## src/rtl/hsv_pkg.sv

```systemverilog
// ----------------------------------------------------------------------------
// hsv_pkg
// Shared types and constants of the HSV to RGB converter.
// ----------------------------------------------------------------------------
package hsv_pkg;

   // Fixed point of saturation and value: ONE = 1 << FRAC_BITS (legal 8..16)
   localparam int FRAC_BITS = 12;
   localparam int ONE       = 1 << FRAC_BITS;

   // Width of the input fields and of the color channels
   localparam int IN_W   = 13;
   localparam int CHAN_W = 8;

   // Internal value width: holds ONE and every input bit pattern
   localparam int VAL_W = (FRAC_BITS + 1 > IN_W) ? FRAC_BITS + 1 : IN_W;

   // Hue in 1/16 degree: full turn, one sector, and 960 = 15 << 6
   localparam logic [IN_W-1:0] HUE_FULL   = IN_W'(5760);
   localparam logic [IN_W-1:0] HUE_SECTOR = IN_W'(960);
   localparam int              WT_W       = 10;
   localparam int              DIV_SHIFT  = 6;
   localparam int              DIV_ODD    = 15;

   // Divide by 15 through a reciprocal: q * K >> QW, K = floor(2^QW / 15)
   localparam int QW     = VAL_W + 4;
   localparam int KW     = QW - 3;
   localparam int RECIP  = (1 << QW) / DIV_ODD;
   localparam int PROD_W = QW + KW;

   typedef struct packed {
      logic [IN_W-1:0] hue;
      logic [IN_W-1:0] saturation;
      logic [IN_W-1:0] brightness;
   } req_type;

   typedef struct packed {
      logic [CHAN_W-1:0] red;
      logic [CHAN_W-1:0] green;
      logic [CHAN_W-1:0] blue;
      logic              range_error;
   } rsp_type;

   typedef enum logic [4:0] {
      ST_IDLE  = 5'b00001,
      ST_MUL_C = 5'b00010,
      ST_MUL_X = 5'b00100,
      ST_MUL_Q = 5'b01000,
      ST_DONE  = 5'b10000
   } state_type;

   typedef enum logic [2:0] {
      SEC_RED_YELLOW    = 3'd0,
      SEC_YELLOW_GREEN  = 3'd1,
      SEC_GREEN_CYAN    = 3'd2,
      SEC_CYAN_BLUE     = 3'd3,
      SEC_BLUE_MAGENTA  = 3'd4,
      SEC_MAGENTA_RED   = 3'd5
   } sector_type;

endpackage

```

## src/rtl/hsv_to_rgb_converter.sv

```systemverilog
// ----------------------------------------------------------------------------
// hsv_to_rgb_converter
// Fixed-point HSV to 8-bit RGB conversion with one shared multiplier.
//
// Each item carries a hue in 1/16 degree (0..5760, where 5760 wraps to 0) and
// a saturation and value in Q12 (4096 = 1.0). The block returns one item per
// input: the held RGB color and a range_error flag. An out-of-range input sets
// the flag and leaves the held color untouched. A legal item passes through the
// states MUL_C, MUL_X, MUL_Q and DONE: the single multiplier forms V*S, then
// C*w, then the reciprocal product that divides by 960; a last step corrects
// the quotient, adds M and scales by 255 with a shift and subtract. An
// out-of-range item skips the multiplier steps and goes straight to DONE.
// The input is taken only while the sequencer is idle; a finished result
// sits in an output register and waits there for rsp_ready, holding the
// sequencer in its last step until taken, which stretches the item by the
// stall.
// ----------------------------------------------------------------------------
module hsv_to_rgb_converter (
   input  logic             clock,
   input  logic             reset,
   input  logic             req_valid,
   output logic             req_ready,
   input  hsv_pkg::req_type req_data,
   output logic             rsp_valid,
   input  logic             rsp_ready,
   output hsv_pkg::rsp_type rsp_data
);

   localparam int VW = hsv_pkg::VAL_W;
   localparam int FB = hsv_pkg::FRAC_BITS;
   localparam int CW = hsv_pkg::CHAN_W;

   // Sequencer and item registers
   hsv_pkg::state_type   state_ff, state_in;
   hsv_pkg::sector_type  sector_ff, sector_in;
   logic [hsv_pkg::WT_W-1:0] wt_ff, wt_in;
   logic [VW-1:0]        val_ff, sat_ff;
   logic                 err_ff;
   logic [VW-1:0]        c_ff;
   logic [hsv_pkg::QW-1:0] q_ff;
   logic [hsv_pkg::PROD_W-1:0] prod_ff, prod_in;

   // Held color and result register
   logic [CW-1:0]        held_red_ff, held_green_ff, held_blue_ff;
   logic                 rsp_valid_ff;
   hsv_pkg::rsp_type     rsp_data_ff;

   logic                 req_take;
   logic                 req_err;
   logic                 rsp_free;
   logic [hsv_pkg::IN_W-1:0] hue_wrap;
   logic [hsv_pkg::IN_W-1:0] sec_base;
   logic [hsv_pkg::IN_W-1:0] hue_ofs;

   logic [hsv_pkg::QW-1:0] mul_a;
   logic [hsv_pkg::KW-1:0] mul_b;

   logic [VW-1:0]        est;
   logic [hsv_pkg::QW-1:0] rem;
   logic [VW-1:0]        x_val;
   logic [VW-1:0]        m_val;
   logic [VW-1:0]        r_comp, g_comp, b_comp;
   logic [CW-1:0]        red_new, green_new, blue_new;

   function automatic logic [CW-1:0] scale255(input logic [VW-1:0] y);
      logic [VW+CW-1:0] prod;
      prod = ({y, CW'(0)} - (VW+CW)'(y));
      return prod[FB +: CW];
   endfunction

   assign req_ready = (state_ff == hsv_pkg::ST_IDLE);
   assign req_take  = req_valid && req_ready;
   assign rsp_free  = !rsp_valid_ff || rsp_ready;
   assign rsp_valid = rsp_valid_ff;
   assign rsp_data  = rsp_data_ff;

   // Range check and sector split of the incoming hue
   assign req_err = (int'(req_data.hue) > int'(hsv_pkg::HUE_FULL))
                 || (int'(req_data.saturation) > hsv_pkg::ONE)
                 || (int'(req_data.brightness) > hsv_pkg::ONE);
   assign hue_wrap = (req_data.hue == hsv_pkg::HUE_FULL) ? '0 : req_data.hue;

   always_comb begin
      case (hue_wrap) inside
         [hsv_pkg::IN_W'(0) : hsv_pkg::HUE_SECTOR - 1'b1]: begin
            sector_in = hsv_pkg::SEC_RED_YELLOW;
            sec_base  = '0;
         end
         [hsv_pkg::HUE_SECTOR : hsv_pkg::IN_W'(2) * hsv_pkg::HUE_SECTOR - 1'b1]: begin
            sector_in = hsv_pkg::SEC_YELLOW_GREEN;
            sec_base  = hsv_pkg::HUE_SECTOR;
         end
         [hsv_pkg::IN_W'(2) * hsv_pkg::HUE_SECTOR :
          hsv_pkg::IN_W'(3) * hsv_pkg::HUE_SECTOR - 1'b1]: begin
            sector_in = hsv_pkg::SEC_GREEN_CYAN;
            sec_base  = hsv_pkg::IN_W'(2) * hsv_pkg::HUE_SECTOR;
         end
         [hsv_pkg::IN_W'(3) * hsv_pkg::HUE_SECTOR :
          hsv_pkg::IN_W'(4) * hsv_pkg::HUE_SECTOR - 1'b1]: begin
            sector_in = hsv_pkg::SEC_CYAN_BLUE;
            sec_base  = hsv_pkg::IN_W'(3) * hsv_pkg::HUE_SECTOR;
         end
         [hsv_pkg::IN_W'(4) * hsv_pkg::HUE_SECTOR :
          hsv_pkg::IN_W'(5) * hsv_pkg::HUE_SECTOR - 1'b1]: begin
            sector_in = hsv_pkg::SEC_BLUE_MAGENTA;
            sec_base  = hsv_pkg::IN_W'(4) * hsv_pkg::HUE_SECTOR;
         end
         default: begin
            sector_in = hsv_pkg::SEC_MAGENTA_RED;
            sec_base  = hsv_pkg::IN_W'(5) * hsv_pkg::HUE_SECTOR;
         end
      endcase
   end

   // Rising sectors weight by the offset, falling sectors by its complement
   assign hue_ofs = hue_wrap - sec_base;
   assign wt_in   = sector_in[0] ? hsv_pkg::WT_W'(hsv_pkg::HUE_SECTOR - hue_ofs)
                                 : hsv_pkg::WT_W'(hue_ofs);

   // Shared multiplier operand select
   always_comb begin
      case (state_ff)
         hsv_pkg::ST_MUL_C: begin
            mul_a = hsv_pkg::QW'(val_ff);
            mul_b = hsv_pkg::KW'(sat_ff);
         end
         hsv_pkg::ST_MUL_X: begin
            mul_a = hsv_pkg::QW'(prod_ff[FB +: VW]);
            mul_b = hsv_pkg::KW'(wt_ff);
         end
         hsv_pkg::ST_MUL_Q: begin
            mul_a = prod_ff[hsv_pkg::DIV_SHIFT +: hsv_pkg::QW];
            mul_b = hsv_pkg::KW'(hsv_pkg::RECIP);
         end
         default: begin
            mul_a = '0;
            mul_b = '0;
         end
      endcase
   end
   assign prod_in = hsv_pkg::PROD_W'(mul_a) * hsv_pkg::PROD_W'(mul_b);

   // Final step: correct the reciprocal quotient by one, add M, scale
   assign est   = prod_ff[hsv_pkg::QW +: VW];
   assign rem   = q_ff - ({est, 4'b0000} - hsv_pkg::QW'(est));
   assign x_val = est + VW'(rem >= hsv_pkg::QW'(hsv_pkg::DIV_ODD));
   assign m_val = val_ff - c_ff;

   always_comb begin
      r_comp = '0;
      g_comp = '0;
      b_comp = '0;
      case (sector_ff)
         hsv_pkg::SEC_RED_YELLOW: begin
            r_comp = c_ff;
            g_comp = x_val;
         end
         hsv_pkg::SEC_YELLOW_GREEN: begin
            r_comp = x_val;
            g_comp = c_ff;
         end
         hsv_pkg::SEC_GREEN_CYAN: begin
            g_comp = c_ff;
            b_comp = x_val;
         end
         hsv_pkg::SEC_CYAN_BLUE: begin
            g_comp = x_val;
            b_comp = c_ff;
         end
         hsv_pkg::SEC_BLUE_MAGENTA: begin
            r_comp = x_val;
            b_comp = c_ff;
         end
         default: begin
            r_comp = c_ff;
            b_comp = x_val;
         end
      endcase
   end

   assign red_new   = scale255(r_comp + m_val);
   assign green_new = scale255(g_comp + m_val);
   assign blue_new  = scale255(b_comp + m_val);

   // Sequencer
   always_comb begin
      state_in = state_ff;
      case (state_ff)
         hsv_pkg::ST_IDLE: begin
            if (req_take) begin
               state_in = req_err ? hsv_pkg::ST_DONE : hsv_pkg::ST_MUL_C;
            end
         end
         hsv_pkg::ST_MUL_C: state_in = hsv_pkg::ST_MUL_X;
         hsv_pkg::ST_MUL_X: state_in = hsv_pkg::ST_MUL_Q;
         hsv_pkg::ST_MUL_Q: state_in = hsv_pkg::ST_DONE;
         hsv_pkg::ST_DONE: begin
            if (rsp_free) begin
               state_in = hsv_pkg::ST_IDLE;
            end
         end
         default: state_in = hsv_pkg::ST_IDLE;
      endcase
   end

   always_ff @(posedge clock) begin
      if (reset) begin
         state_ff      <= hsv_pkg::ST_IDLE;
         rsp_valid_ff  <= 1'b0;
         held_red_ff   <= '0;
         held_green_ff <= '0;
         held_blue_ff  <= '0;
      end else begin
         state_ff <= state_in;
         if (state_ff == hsv_pkg::ST_DONE && rsp_free) begin
            rsp_valid_ff <= 1'b1;
            if (!err_ff) begin
               held_red_ff   <= red_new;
               held_green_ff <= green_new;
               held_blue_ff  <= blue_new;
            end
         end else if (rsp_ready) begin
            rsp_valid_ff <= 1'b0;
         end
      end
   end

   // Payload registers: capture the item, step the datapath, load the result
   always_ff @(posedge clock) begin
      // hold the quotient product while the finished item waits
      if (state_ff != hsv_pkg::ST_DONE) begin
         prod_ff <= prod_in;
      end
      if (req_take) begin
         val_ff    <= VW'(req_data.brightness);
         sat_ff    <= VW'(req_data.saturation);
         err_ff    <= req_err;
         sector_ff <= sector_in;
         wt_ff     <= wt_in;
      end
      if (state_ff == hsv_pkg::ST_MUL_X) begin
         c_ff <= prod_ff[FB +: VW];
      end
      if (state_ff == hsv_pkg::ST_MUL_Q) begin
         q_ff <= prod_ff[hsv_pkg::DIV_SHIFT +: hsv_pkg::QW];
      end
      if (state_ff == hsv_pkg::ST_DONE && rsp_free) begin
         rsp_data_ff.red         <= err_ff ? held_red_ff   : red_new;
         rsp_data_ff.green       <= err_ff ? held_green_ff : green_new;
         rsp_data_ff.blue        <= err_ff ? held_blue_ff  : blue_new;
         rsp_data_ff.range_error <= err_ff;
      end
   end

   // Finishing step always leaves a result in the output register
   a_done_loads_rsp: assert property (@(posedge clock) disable iff (reset)
      state_ff == hsv_pkg::ST_DONE && rsp_free |=> rsp_valid_ff)
      else $error("finished item did not reach the output register");

   // Held color moves only when a legal item finishes
   a_held_only_done: assert property (@(posedge clock) disable iff (reset)
      !(state_ff == hsv_pkg::ST_DONE && !err_ff)
      |=> $stable({held_red_ff, held_green_ff, held_blue_ff}))
      else $error("held color changed outside a legal finish");

   // Reciprocal estimate is never more than one short of the true quotient
   a_recip_close: assert property (@(posedge clock) disable iff (reset)
      state_ff == hsv_pkg::ST_DONE && !err_ff
      |-> rem < hsv_pkg::QW'(2 * hsv_pkg::DIV_ODD))
      else $error("divide-by-960 correction out of range");

   // Secondary component never exceeds chroma
   a_x_le_c: assert property (@(posedge clock) disable iff (reset)
      state_ff == hsv_pkg::ST_DONE && !err_ff |-> x_val <= c_ff)
      else $error("secondary component exceeds chroma");

endmodule
```

## config.mk

```make
export PLATFORM = sky130hd
export DESIGN_NAME = hsv_to_rgb_converter
export DESIGN_NICKNAME = d
export VERILOG_FILES = /design/src/rtl/hsv_pkg.sv /design/src/rtl/hsv_to_rgb_converter.sv
export SDC_FILE = /design/constraint.sdc
export NUM_CORES = 1
export LEC_CHECK = 0
export ABC_AREA = 1
export BUFFER_PORTS_ARGS = -buffer_cell sky130_fd_sc_hd__buf_2
export CAP_MARGIN = 20
export CORE_MARGIN = 2
export CORE_UTILIZATION = 40
export CTS_CLUSTER_DIAMETER = 150
export DETAILED_ROUTE_END_ITERATION = 16
export PLACE_DENSITY = 0.56
export SKIP_LAST_GASP = 1
export SYNTH_ARGS = -nofsm -noshare
export SYNTH_HDL_FRONTEND = slang
export SYNTH_SLANG_ARGS = --single-unit
```

## constraint.sdc

```tcl
create_clock -name clock -period 13.5 [get_ports clock]
set_clock_uncertainty 0.15 [all_clocks]
set_input_delay 0.675 -clock clock [delete_from_list [all_inputs] [get_ports clock]]
set_output_delay 0.675 -clock clock [all_outputs]
set_load 0.1 [all_outputs]
```

# Word-level counts from Yosys, hierarchy flattened
# Cells that the tools add are included.
[op_classes]
reduce_logical = 22
mul = 1
n_eq_ne = 13
bitwise = 0
shift = 0
add_sub_neg = 12
muxes = 26
n_lt_le_gt_ge = 14
n_div = 0
[ops]
columns = ["cell", "n"]
rows = [
  ["$pmux W13 S2", 3],
  ["$sub A20 B13 Y20", 3],
  ["$pmux W17 S3", 1],
  ["$mux W10", 5],
  ["$pmux W14 S3", 1],
  ["$add A13 B13 Y13", 3],
  ["$gt A13 B13 Y1 const B", 3],
  ["$mul A17 B14 Y30", 1],
  ["$ge A13 B12 Y1 const B", 2],
  ["$le A13 B12 Y1 const B", 2],
  ["$pmux W5 S5", 1],
  ["$mux W8", 3],
  ["$ge A17 B4 Y1 const B", 1],
  ["$sub A17 B13 Y17", 1],
  ["$sub A17 B17 Y17", 1],
  ["$mux W5", 3],
  ["$reduce_or A2 Y1", 7],
  ["$add A13 B1 Y13", 1],
  ["$eq A13 B13 Y1 const B", 1],
  ["$ge A13 B1 Y1 const B", 1],
  ["$ge A13 B10 Y1 const B", 1],
  ["$ge A13 B11 Y1 const B", 1],
  ["$le A13 B10 Y1 const B", 1],
  ["$le A13 B11 Y1 const B", 1],
  ["other kinds (26)", 40],
]
[word_totals]
mem_count = 0
input_bits = 43
regBits = 155
ramBits = 0
rom_bits = 0
latch_bits = 0

# Logic depth before layout (Yosys ltp)
# Gate-level depths: netlist of the first run.
[logic_depth]
word_depth = 12
ltp_mapped = 47
ltp_nobuf = 47

# Least setup slack after synthesis of the first run
# Ideal clock, no wire load.
[synth_path]
kind = "reg2reg"
startpoint = "reg state_ff[0]"
endpoint = "reg prod_ff[23] (netlist name), data pin"
stages_incl_launch_ff = 27
required_ns = 13.091
setup_time_ns = 0.259
t_arrival_ns = 6.381
slack_ns = 6.710
path_cell_list = "dfxtp_1 nor2_4 nand2_2 nor3_4 clkbuf_1 a22o_1 clkbuf_1 nand2_1 fa_1 inv_1 fa_1 fa_1 inv_1 fa_1 fa_1 inv_1 fa_1 ha_1 nand2_1 nor2_1 inv_1 o221ai_1 a21o_1 nand2_1 nand2_1 a21oi_1 xnor2_1"
[synth_between]
elab_chain_cells = 3
elab_cells_between_ends = 6
[synth_rtl]
columns = ["item", "line", "text"]
rows = [
  ["start, declared", "hsv_to_rgb_converter.sv:34", "hsv_pkg::state_type state_ff, state_in;"],
  ["start signal, assigned", "hsv_to_rgb_converter.sv:208", "state_ff <= hsv_pkg::ST_IDLE;"],
  ["start signal, assigned", "hsv_to_rgb_converter.sv:214", "state_ff <= state_in;"],
  ["$eq A5 B4 Y1, or another cell as far along", "hsv_to_rgb_converter.sv:122", "case (state_ff)"],
  ["$pmux W17 S3 or $pmux W14 S3 (tied branches)", "hsv_to_rgb_converter.sv:122", ""],
  ["$mul A17 B14 Y30 (*)", "hsv_to_rgb_converter.sv:141", "assign prod_in = hsv_pkg::PROD_W'(mul_a) * hsv_pkg::PROD_W'(mul_b);"],
  ["via prod_in, one bit", "hsv_to_rgb_converter.sv:41", "logic [hsv_pkg::PROD_W-1:0] prod_ff, prod_in;"],
  ["end signal, assigned", "hsv_to_rgb_converter.sv:232", "prod_ff <= prod_in;"],
  ["end, declared", "hsv_to_rgb_converter.sv:41", ""],
]
# Mark *: on every way through the listed nets, which the timed path passes. The rest lies on a longest branch.
# A chain may end at the register's enable or synchronous reset.

# Worst setup path in the final report of the first run
[layout_path]
startpoint = "reg state_ff[1]"
endpoint = "reg prod_ff[22] (netlist name), data pin"
# The elaborated chain is that of the path after synthesis.

==> results of run 1 <==
## power by group through the flow
stage          registers, mW  logic, mW  clock network, mW
6_report               0.655       2.05              0.487
5_1_grt                0.661       2.33              0.508
4_1_cts                0.655       2.04              0.493
3_5_place_dp           0.665       2.03                  0
3_3_place_gp           0.664       2.01                  0
2_1_floorplan          0.658       1.54                  0
## stage by stage
| step | instances | utilization, % |
|---|---|---|
| final | 3105 | 44.37 |
| after global routing | 3105 | 44.37 |
| after CTS | 3105 | 44.37 |
| after detailed placement | 3073 | 43.13 |
| after global placement | 3069 | 43.01 |
| after floorplan | 2435 | - |
## worst paths after layout
kind	from	to	slack, ns	depth (start not counted)
setup reg to reg	state_ff[1]	prod_ff[22]	4.84	23
hold / removal	req_data[23]	sat_ff[10]	0.26	1
setup / recovery	state_ff[1]	prod_ff[22]	4.84	23
hold reg to reg	prod_ff[11]	q_ff[5]	0.32	0
## kinds of logic after synthesis
logic type	count (synthesis)	share of synthesized area [%]
and+or+nand+nor	878	19.89
buffers and inverters	593	11.86
adders and majority gates	369	31.86
AOI/OAI and AO/OA	310	9.795
DFF	149	22.03
xor gates and xnor gates	96	4.518
other	2	0.03964
## area by class of cell
type / instances / area, sq um
fill: 4731 / 25950
clock buffer: 17 / 425.4
inverter: 541 / 2033
multi-input combinational: 1693 / 12680
tap: 607 / 759.5
clock inverter: 15 / 155.1
sequential: 149 / 4174
timing repair buffer: 83 / 474.2
## registers in the layout, summed over array words and instances (netlist names)
register / count
wt_ff: 10
held_green_ff: 8
rsp_valid: 1
held_red_ff: 8
held_blue_ff: 8
sat_ff: 13
prod_ff: 24
c_ff: 13
val_ff: 13
q_ff: 17
state_ff: 5
sector_ff: 3
err_ff: 1
rsp_data: 25
## synth_stat cells, types with 5 or more instances
| library cell | instances | area, sq um |
|---|---|---|
| dfxtp_1 | 30 | 600.6 |
| o21ai_0 | 63 | 315.3 |
| clkinv_1 | 5 | 18.77 |
| a31oi_1 | 8 | 50.05 |
| a22o_1 | 6 | 52.55 |
| edfxtp_1 | 119 | 3573 |
| o22ai_1 | 40 | 250.2 |
| fa_1 | 189 | 3784 |
| o211ai_1 | 15 | 112.6 |
| nand2_2 | 10 | 62.56 |
| inv_1 | 522 | 1959 |
| nand3b_1 | 8 | 60.06 |
| o21a_1 | 5 | 37.54 |
| nor4_1 | 16 | 100.1 |
| buf_2 | 5 | 25.02 |
| nand4_1 | 32 | 200.2 |
| xor2_1 | 74 | 648.1 |
| a21o_1 | 14 | 105.1 |
| ha_1 | 180 | 2252 |
| or2_2 | 7 | 43.79 |
| nand3_1 | 105 | 525.5 |
| inv_2 | 13 | 48.80 |
| xnor2_1 | 20 | 175.2 |
| o21ai_1 | 8 | 40.04 |
| o31ai_1 | 5 | 37.54 |
| clkbuf_1 | 45 | 168.9 |
| nand2_1 | 513 | 1926 |
| a211oi_1 | 6 | 45.04 |
| nor2_1 | 145 | 544.3 |
| nor3_1 | 25 | 125.1 |
| o21bai_1 | 9 | 67.56 |
| a21oi_1 | 109 | 545.5 |
## metal layers
metal / share of wire (%) / GRT usage (%) / wire [microns] / vias to the layer above
met2: 47 / 37.20 / 25190 / 478
met5: 0 / 0 / 0 / -
li1: - / - / - / 7745
met4: 3.3 / 7.868 / 1735 / 0
met1: 44 / 28.99 / 23180 / 7582
met3: 5.9 / 3.737 / 3139 / 102
## worst max-delay path: stages (launching register included)
cell	delay [ns]
dfxtp_1	0.36
nor2_4	0.12
nand4_1	0.64
inv_2	0.86
nand2_1	0.23
nand3_1	0.66
nand2_1	0.16
fa_1	0.53
fa_1	0.54
inv_1	0.05
fa_1	0.58
inv_1	0.08
fa_1	0.54
inv_1	0.06
fa_1	0.53
fa_1	0.50
ha_1	0.37
a21oi_1	0.29
o21ai_0	0.19
a21oi_1	0.21
nor2_1	0.06
a211oi_1	0.17
o21ai_1	0.13
xor2_1	0.40
==> metrics.md, run 1 <==
| Metric | Value |
|---|---|
| Status | `finished with violations` |
| Failing checks | `DRC` |
| Peak Freq | `115.4 MHz` |
| Worst skew pair latency | `0.46 ns` |
| Final Setup Violations | `0` |
| Drt wl/cell | `17.15 microns` |
| Minimum clock period | `8.664 ns` |
| FP Rows | `79` |
| CTS root buffer | `clkbuf_16` |
| Pre-CTS setup slack | `4.979 ns` |
| # IOs | `70` |
| PortBufs | `69` |
| Post-Syn Area | `18940 sq um` |
| Area Growth Syn to Fin | `9.287%` |
| Gate power share | `64.3%` |
| Required time of the critical path | `13.56 ns` |
| DIE HEIGHT | `221.6 microns` |
| DR pass1 iterations | `14` |
| Least-Margin Pin Slew | `1.155 ns` |
| Switch share | `50.97%` |
| Commonest cells after routing, fill and taps aside | `522 x inv_1, 513 x nand2_1, 189 x fa_1, 180 x ha_1, 143 x nor2_1` |
| Setup repair after global routing missed its margin | `no` |
| Grt ovf | `0` |
| Starting density of the core | `40.60%` |
| Routability congestion estimate | `0.9018` |
| Relative slew slack | `22.74%` |
| Post-CTS Resized | `0` |
| Main synth FF type | `edfxtp_1` |
| Design Area, Final | `20700 sq um` |
| H-tree depth reported by CTS | `4` |
| Fin. Hold Viols | `0` |
| EDFF count, synth | `119` |
| Netlist cell types | `57` |
| DRT Wirelength | `53250 microns` |
| Placed cell area | `20120 sq um` |
| Pleak | `11.08 nW` |
| Commonest non-fill, non-tap cell in the layout | `inv_1` |
| Global-route wire length before repair | `85930 microns` |
| Cts-stage hold buffer count | `0` |
| Die X | `221.6 microns` |
| Initial antenna violation count | `0` |
| Slew Limit Fails | `0` |
| Mean post-synth cell area | `7.903 sq um` |
| Worst hold path class | `primary input to flop` |
| CTS tree | `done` |
| Net switching power figure | `1.629 mW` |
| Synthesis-stage register bit count | `149` |
| Dpl hpwl | `44350 microns` |
| Worst hold slack | `0.2580 ns` |
| CTS clk-pin slew, worst paths | `0.07 ns` |
| Sequential area share after synthesis | `22.03%` |
| GRT Total Usage | `22.21%` |
| Crit-path max FO | `32` |
| Largest net degree at the start of global routing | `69` |
| Share of layout cells above drive strength 1 | `6.926%` |
| Max-Cap Viols | `0` |
| Clk sinks | `149` |
| Antenna cell count | `0` |
| Crit path launch type | `flop` |
| PwrDens | `154.3 nW/um^2` |
| Vias in the first global route | `16180` |
| Tot Pwr | `3.195 mW` |
| Die area | `49120 sq um` |
| Worst IR Drop VDD | `0.1105 mV` |
| Async SR Flop Fraction | `0%` |
| Sequential share of power | `20.5%` |
| Final ANT Viol Nets | `0` |
| Total internal power | `1.567 mW` |
| Setup TNS | `0 ns` |
| Clock Power Share | `15.2%` |
| Setup CP Type | `flop to flop` |
| Vias | `15910` |
| Post-CTS Setup Bufs | `0` |
| CTS max path bufs | `2` |
| Setup WS post-layout | `4.836 ns` |
| Vias per cell | `5.123` |
| Core area | `46650 sq um` |
| Critical path capture point type | `flop` |
| DRT iter0 DRCs | `1103` |
| Mapped Cells | `2397` |
| Nets | `2897` |
| Syn. warnings | `0` |
| Final Cycle Share | `64.18%` |
| Drt drc | `3` |
| CTS buffer count | `17` |
| Worst Path Arrival | `8.72 ns` |
Power figures use the tool's default switching activity.
==> inputs of run 2 (changes only) <==
--- a/config.mk
+++ b/config.mk
@@ -5,7 +5,7 @@
 export SDC_FILE = /design/constraint.sdc
 export NUM_CORES = 1
 export LEC_CHECK = 0
-export ABC_AREA = 1
+export ABC_AREA = 0
 export BUFFER_PORTS_ARGS = -buffer_cell sky130_fd_sc_hd__buf_2
 export CAP_MARGIN = 20
 export CORE_MARGIN = 2
==> constraint.sdc (replaced) <==
create_clock -name clock -period 9 [get_ports clock]
set_clock_uncertainty 0.15 [all_clocks]
set_input_delay 0.45 -clock clock [delete_from_list [all_inputs] [get_ports clock]]
set_output_delay 0.45 -clock clock [all_outputs]
set_load 0.1 [all_outputs]
==> run 2 against run 1 <==
Against the previous run: the flow now finishes without violations; fmax rose by 2.3%; setup slack got worse by 4.3 ns; core utilization rose by 0.52 points; register-to-register slack got worse by 4.3 ns; synthesized cell count is 16% lower; first-iteration DRC count decreased by 4.8%; count of clock-buffer cells in the layout stayed put; cell count shrank 12%; design area is 2.0% lower.
==> metrics.md, run 2 <==
| Metric | Value |
|---|---|
| Clk sinks | `149 (unchanged)` |
| Worst hold slack | `0.03285 ns (-0.2251 ns)` |
| Reg2reg setup slack | `0.53 ns (-4.30 ns)` |
| Mapped Cells | `2017 (-16%)` |
| R2R depth | `34 (+48%)` |
| Synth cell count leaders | `298 x inv_1, 217 x nand2_1, 199 x nor2_1` |
| RR Endpoint | `rsp_data[24]` |
| Max reg flops | `25 (unchanged)` |
| Synth area leaders | `fa_1 21%, edfxtp_1 20%, ha_1 12%, inv_1 6.1%, nand2_1 4.5%` |
| DRT Wirelength | `51630 microns (-3.0%)` |
| CTS root buffer | `clkbuf_16` |
| Status | `completed` |
| Die X | `217.6 microns (-1.8%)` |
| Core area | `45190 sq um (-3.1%)` |
| Peak Freq | `118.1 MHz (+2.3%)` |
| FP Rows | `78 (-1.3%)` |
| Post-Syn Area | `18260 sq um (-3.6%)` |
| Mean post-synth cell area | `9.051 sq um (+15%)` |
| Worst Hold Path EP | `val_ff[1]` |
| CTS clk-pin slew, worst paths | `0.07 ns (about the same)` |
| Largest net degree at the start of global routing | `44 (-36%)` |
| Synthesis-stage register bit count | `149 (unchanged)` |
| DIE HEIGHT | `217.6 microns (-1.8%)` |
| Synth Area in Simple Gates | `15.72% (-4.2 points)` |
| Worst skew pair latency | `0.46 ns (about the same)` |
| Minimum clock period | `8.469 ns (-0.1953 ns)` |
| Commonest cells after routing, fill and taps aside | `298 x inv_1, 217 x nand2_1, 199 x nor2_1, 189 x fa_1, 180 x ha_1` |
| Final Setup Violations | `0 (unchanged)` |
| Sequential area share after synthesis | `22.86% (+0.83 points)` |
| Grt ovf | `0 (unchanged)` |
| Die area | `47370 sq um (-3.6%)` |
| Setup CP Type | `flop to flop` |
| Commonest non-fill, non-tap cell in the layout | `inv_1` |
| CTS max path bufs | `2 (unchanged)` |
| CTS tree | `done` |
| Syn. warnings | `0 (unchanged)` |
| Dpl hpwl | `42660 microns (-3.8%)` |
| Reg2reg start | `prod_ff[24]` |
| Setup WS post-layout | `0.5314 ns (-4.305 ns)` |
| Pre-CTS setup slack | `0.3448 ns (-4.634 ns)` |
| CP most frequent cell | `ha_1` |
| Largest family of logic cells by synthesized area | `adder cells` |
| DR pass1 iterations | `6 (-8)` |
| Yosys top cell area share | `20.73% (+0.75 points)` |
| Share of layout cells above drive strength 1 | `9.172% (+2.2 points)` |
| Mux share of post-synthesis cell area | `0.8978% (+0.90 points)` |
| Worst Path Arrival | `8.52 ns (-0.20 ns)` |
| CP max stage delay | `0.50 ns (-0.36 ns)` |
| Max-Cap Viols | `0 (unchanged)` |
| Initial antenna violation count | `0 (unchanged)` |
| Vias per cell | `5.297 (+3.4%)` |
| EDFF count, synth | `119 (unchanged)` |
| Nets | `2536 (-12%)` |
| DRT iter0 DRCs | `1050 (-4.8%)` |
| Hold path startpoint | `req_data[1]` |
| H-tree depth reported by CTS | `4 (unchanged)` |
| Critical path capture point type | `flop` |
| Vias in the first global route | `14640 (-9.5%)` |
| PwrDens | `225.1 nW/um^2 (+46%)` |
| Post-layout util | `44.90% (+0.52 points)` |
| Required time of the critical path | `9.06 ns (-4.50 ns)` |
| Least-Margin Pin Slew | `1.069 ns (-0.08607 ns)` |
| Crit-path slowest cell | `fa_1` |
| Synth Area in Compound Gates | `14.16% (+4.4 points)` |
| Drt wl/cell | `18.86 microns (+10%)` |
| Setup TNS | `0 ns (unchanged)` |
| Routability congestion estimate | `0.9290 (+3.0%)` |
| Area leader, netlist | `fa_1` |
| Xor and xnor area share after synthesis | `5.709% (+1.2 points)` |
| Area Growth Syn to Fin | `11.12%` |
| Main synth FF type | `edfxtp_1` |
| Slew Limit Fails | `0 (unchanged)` |
| Adder-cell share of the synthesized area | `33.06% (+1.2 points)` |
| Fin. Hold Viols | `0 (unchanged)` |
| Pleak | `9.442 nW (-15%)` |
| PortBufs | `69 (unchanged)` |
| GRT Total Usage | `22.60% (+0.39 points)` |
| Relative slew slack | `28.41% (+5.7 points)` |
| Global-route wire length before repair | `81740 microns (-4.9%)` |
| # IOs | `70 (unchanged)` |
| Starting density of the core | `40.40% (-0.20 points)` |
| Crit-path max FO | `5 (-84%)` |
| Crit path launch type | `flop` |
| CTS buffer count | `17 (unchanged)` |
| Async SR Flop Fraction | `0% (unchanged)` |
| Worst hold stages | `1 (unchanged)` |
| Final ANT Viol Nets | `0 (unchanged)` |
| Antenna cell count | `0 (unchanged)` |
| Setup repair after global routing missed its margin | `yes` |
| Final Cycle Share | `94.10% (+30 points)` |
| Netlist cell types | `94 (+65%)` |
| Drt drc | `0 (-3)` |
| Vias | `14500 (-8.9%)` |
| Final Instance Count excl. Fillers | `2737 (-12%)` |
| Worst IR Drop VDD | `0.1255 mV (+14%)` |
| Worst hold path class | `primary input to flop` |
| Cell with the most instances after synthesis | `inv_1` |
| Post-Place Cells | `2703 (-12%)` |
-- run 2: kinds of logic (layout without fill, tap and decap cells) --
logic type                 Yosys count  count (layout)
DFF                                149             149
xor gates and xnor gates           119             119
buffers and inverters              363             445
AOI/OAI and AO/OA                  384             384
adders and majority gates          369             369
muxes                               15              15
other                                2              40
and+or+nand+nor                    616             616
-- run 2: how the worst max path moves through the flow --
stage | start | end | slack (ns)
5_1_grt | prod_ff[19] | rsp_data[23] | -0.04
2_1_floorplan | state_ff[4] | prod_ff[29] | 1.14
3_5_place_dp | prod_ff[27] | rsp_data[23] | 0.34
3_3_place_gp | prod_ff[27] | rsp_data[23] | 0.49
6_report | prod_ff[24] | rsp_data[24] | 0.53
4_1_cts | prod_ff[27] | rsp_data[23] | 0.32
-- run 2: metrics by stage --
stage               area [sq um]  power, mW
floorplan                  18400      3.042
finish                     20290      4.566
global placement           19580      3.727
global route               20290      4.951
detailed placement         19580      3.744
CTS                        20220      4.546
-- run 2: where the power goes --
group          leakage [nW]  internal [mW]  switching [mW]
Clock                 0.310          0.449           0.324
Sequential             1.40          0.864          0.0807
Combinational          7.74           1.12            1.73
Total                  9.44           2.44            2.13
-- run 2: critical path, delay by kind of cell, from the launching register on --
kind / cells / cell delay, ns
and+or+nand+nor: 7 / 1.52
xor gates and xnor gates: 4 / 0.55
adders and majority gates: 5 / 1.81
AOI/OAI and AO/OA: 15 / 3.22
DFF: 1 / 0.49
muxes: 1 / 0.28
buffers and inverters: 2 / 0.19
-- run 2: repair_timing --
action	in CTS	in global routing
resized for setup	0	9
setup endpoints to repair	0	10
endpoints found under the hold margin	1	0
buffers inserted	0	1
hold buffers	1	0
-- run 2: area by class of cell --
type / count / area (sq um)
Clock buffer: 17 / 425.4
Multi-Input combinational cell: 1543 / 12910
Tap cell: 600 / 750.7
Fill cell: 4405 / 24900
Clock inverter: 15 / 214.0
Inverter: 299 / 1122
Timing Repair Buffer: 114 / 685.7
Sequential cell: 149 / 4174
-- run 2: per-layer routing --
layer | part of all wire, % | GRT usage (%) | up-vias | wire length (microns)
li1 | - | - | 6963 | -
met1 | 45 | 30.08 | 7104 | 22980
met2 | 49 | 38.64 | 384 | 25270
met3 | 4.9 | 3.264 | 48 | 2515
met4 | 1.7 | 5.571 | 0 | 868
met5 | 0 | 0 | - | 0
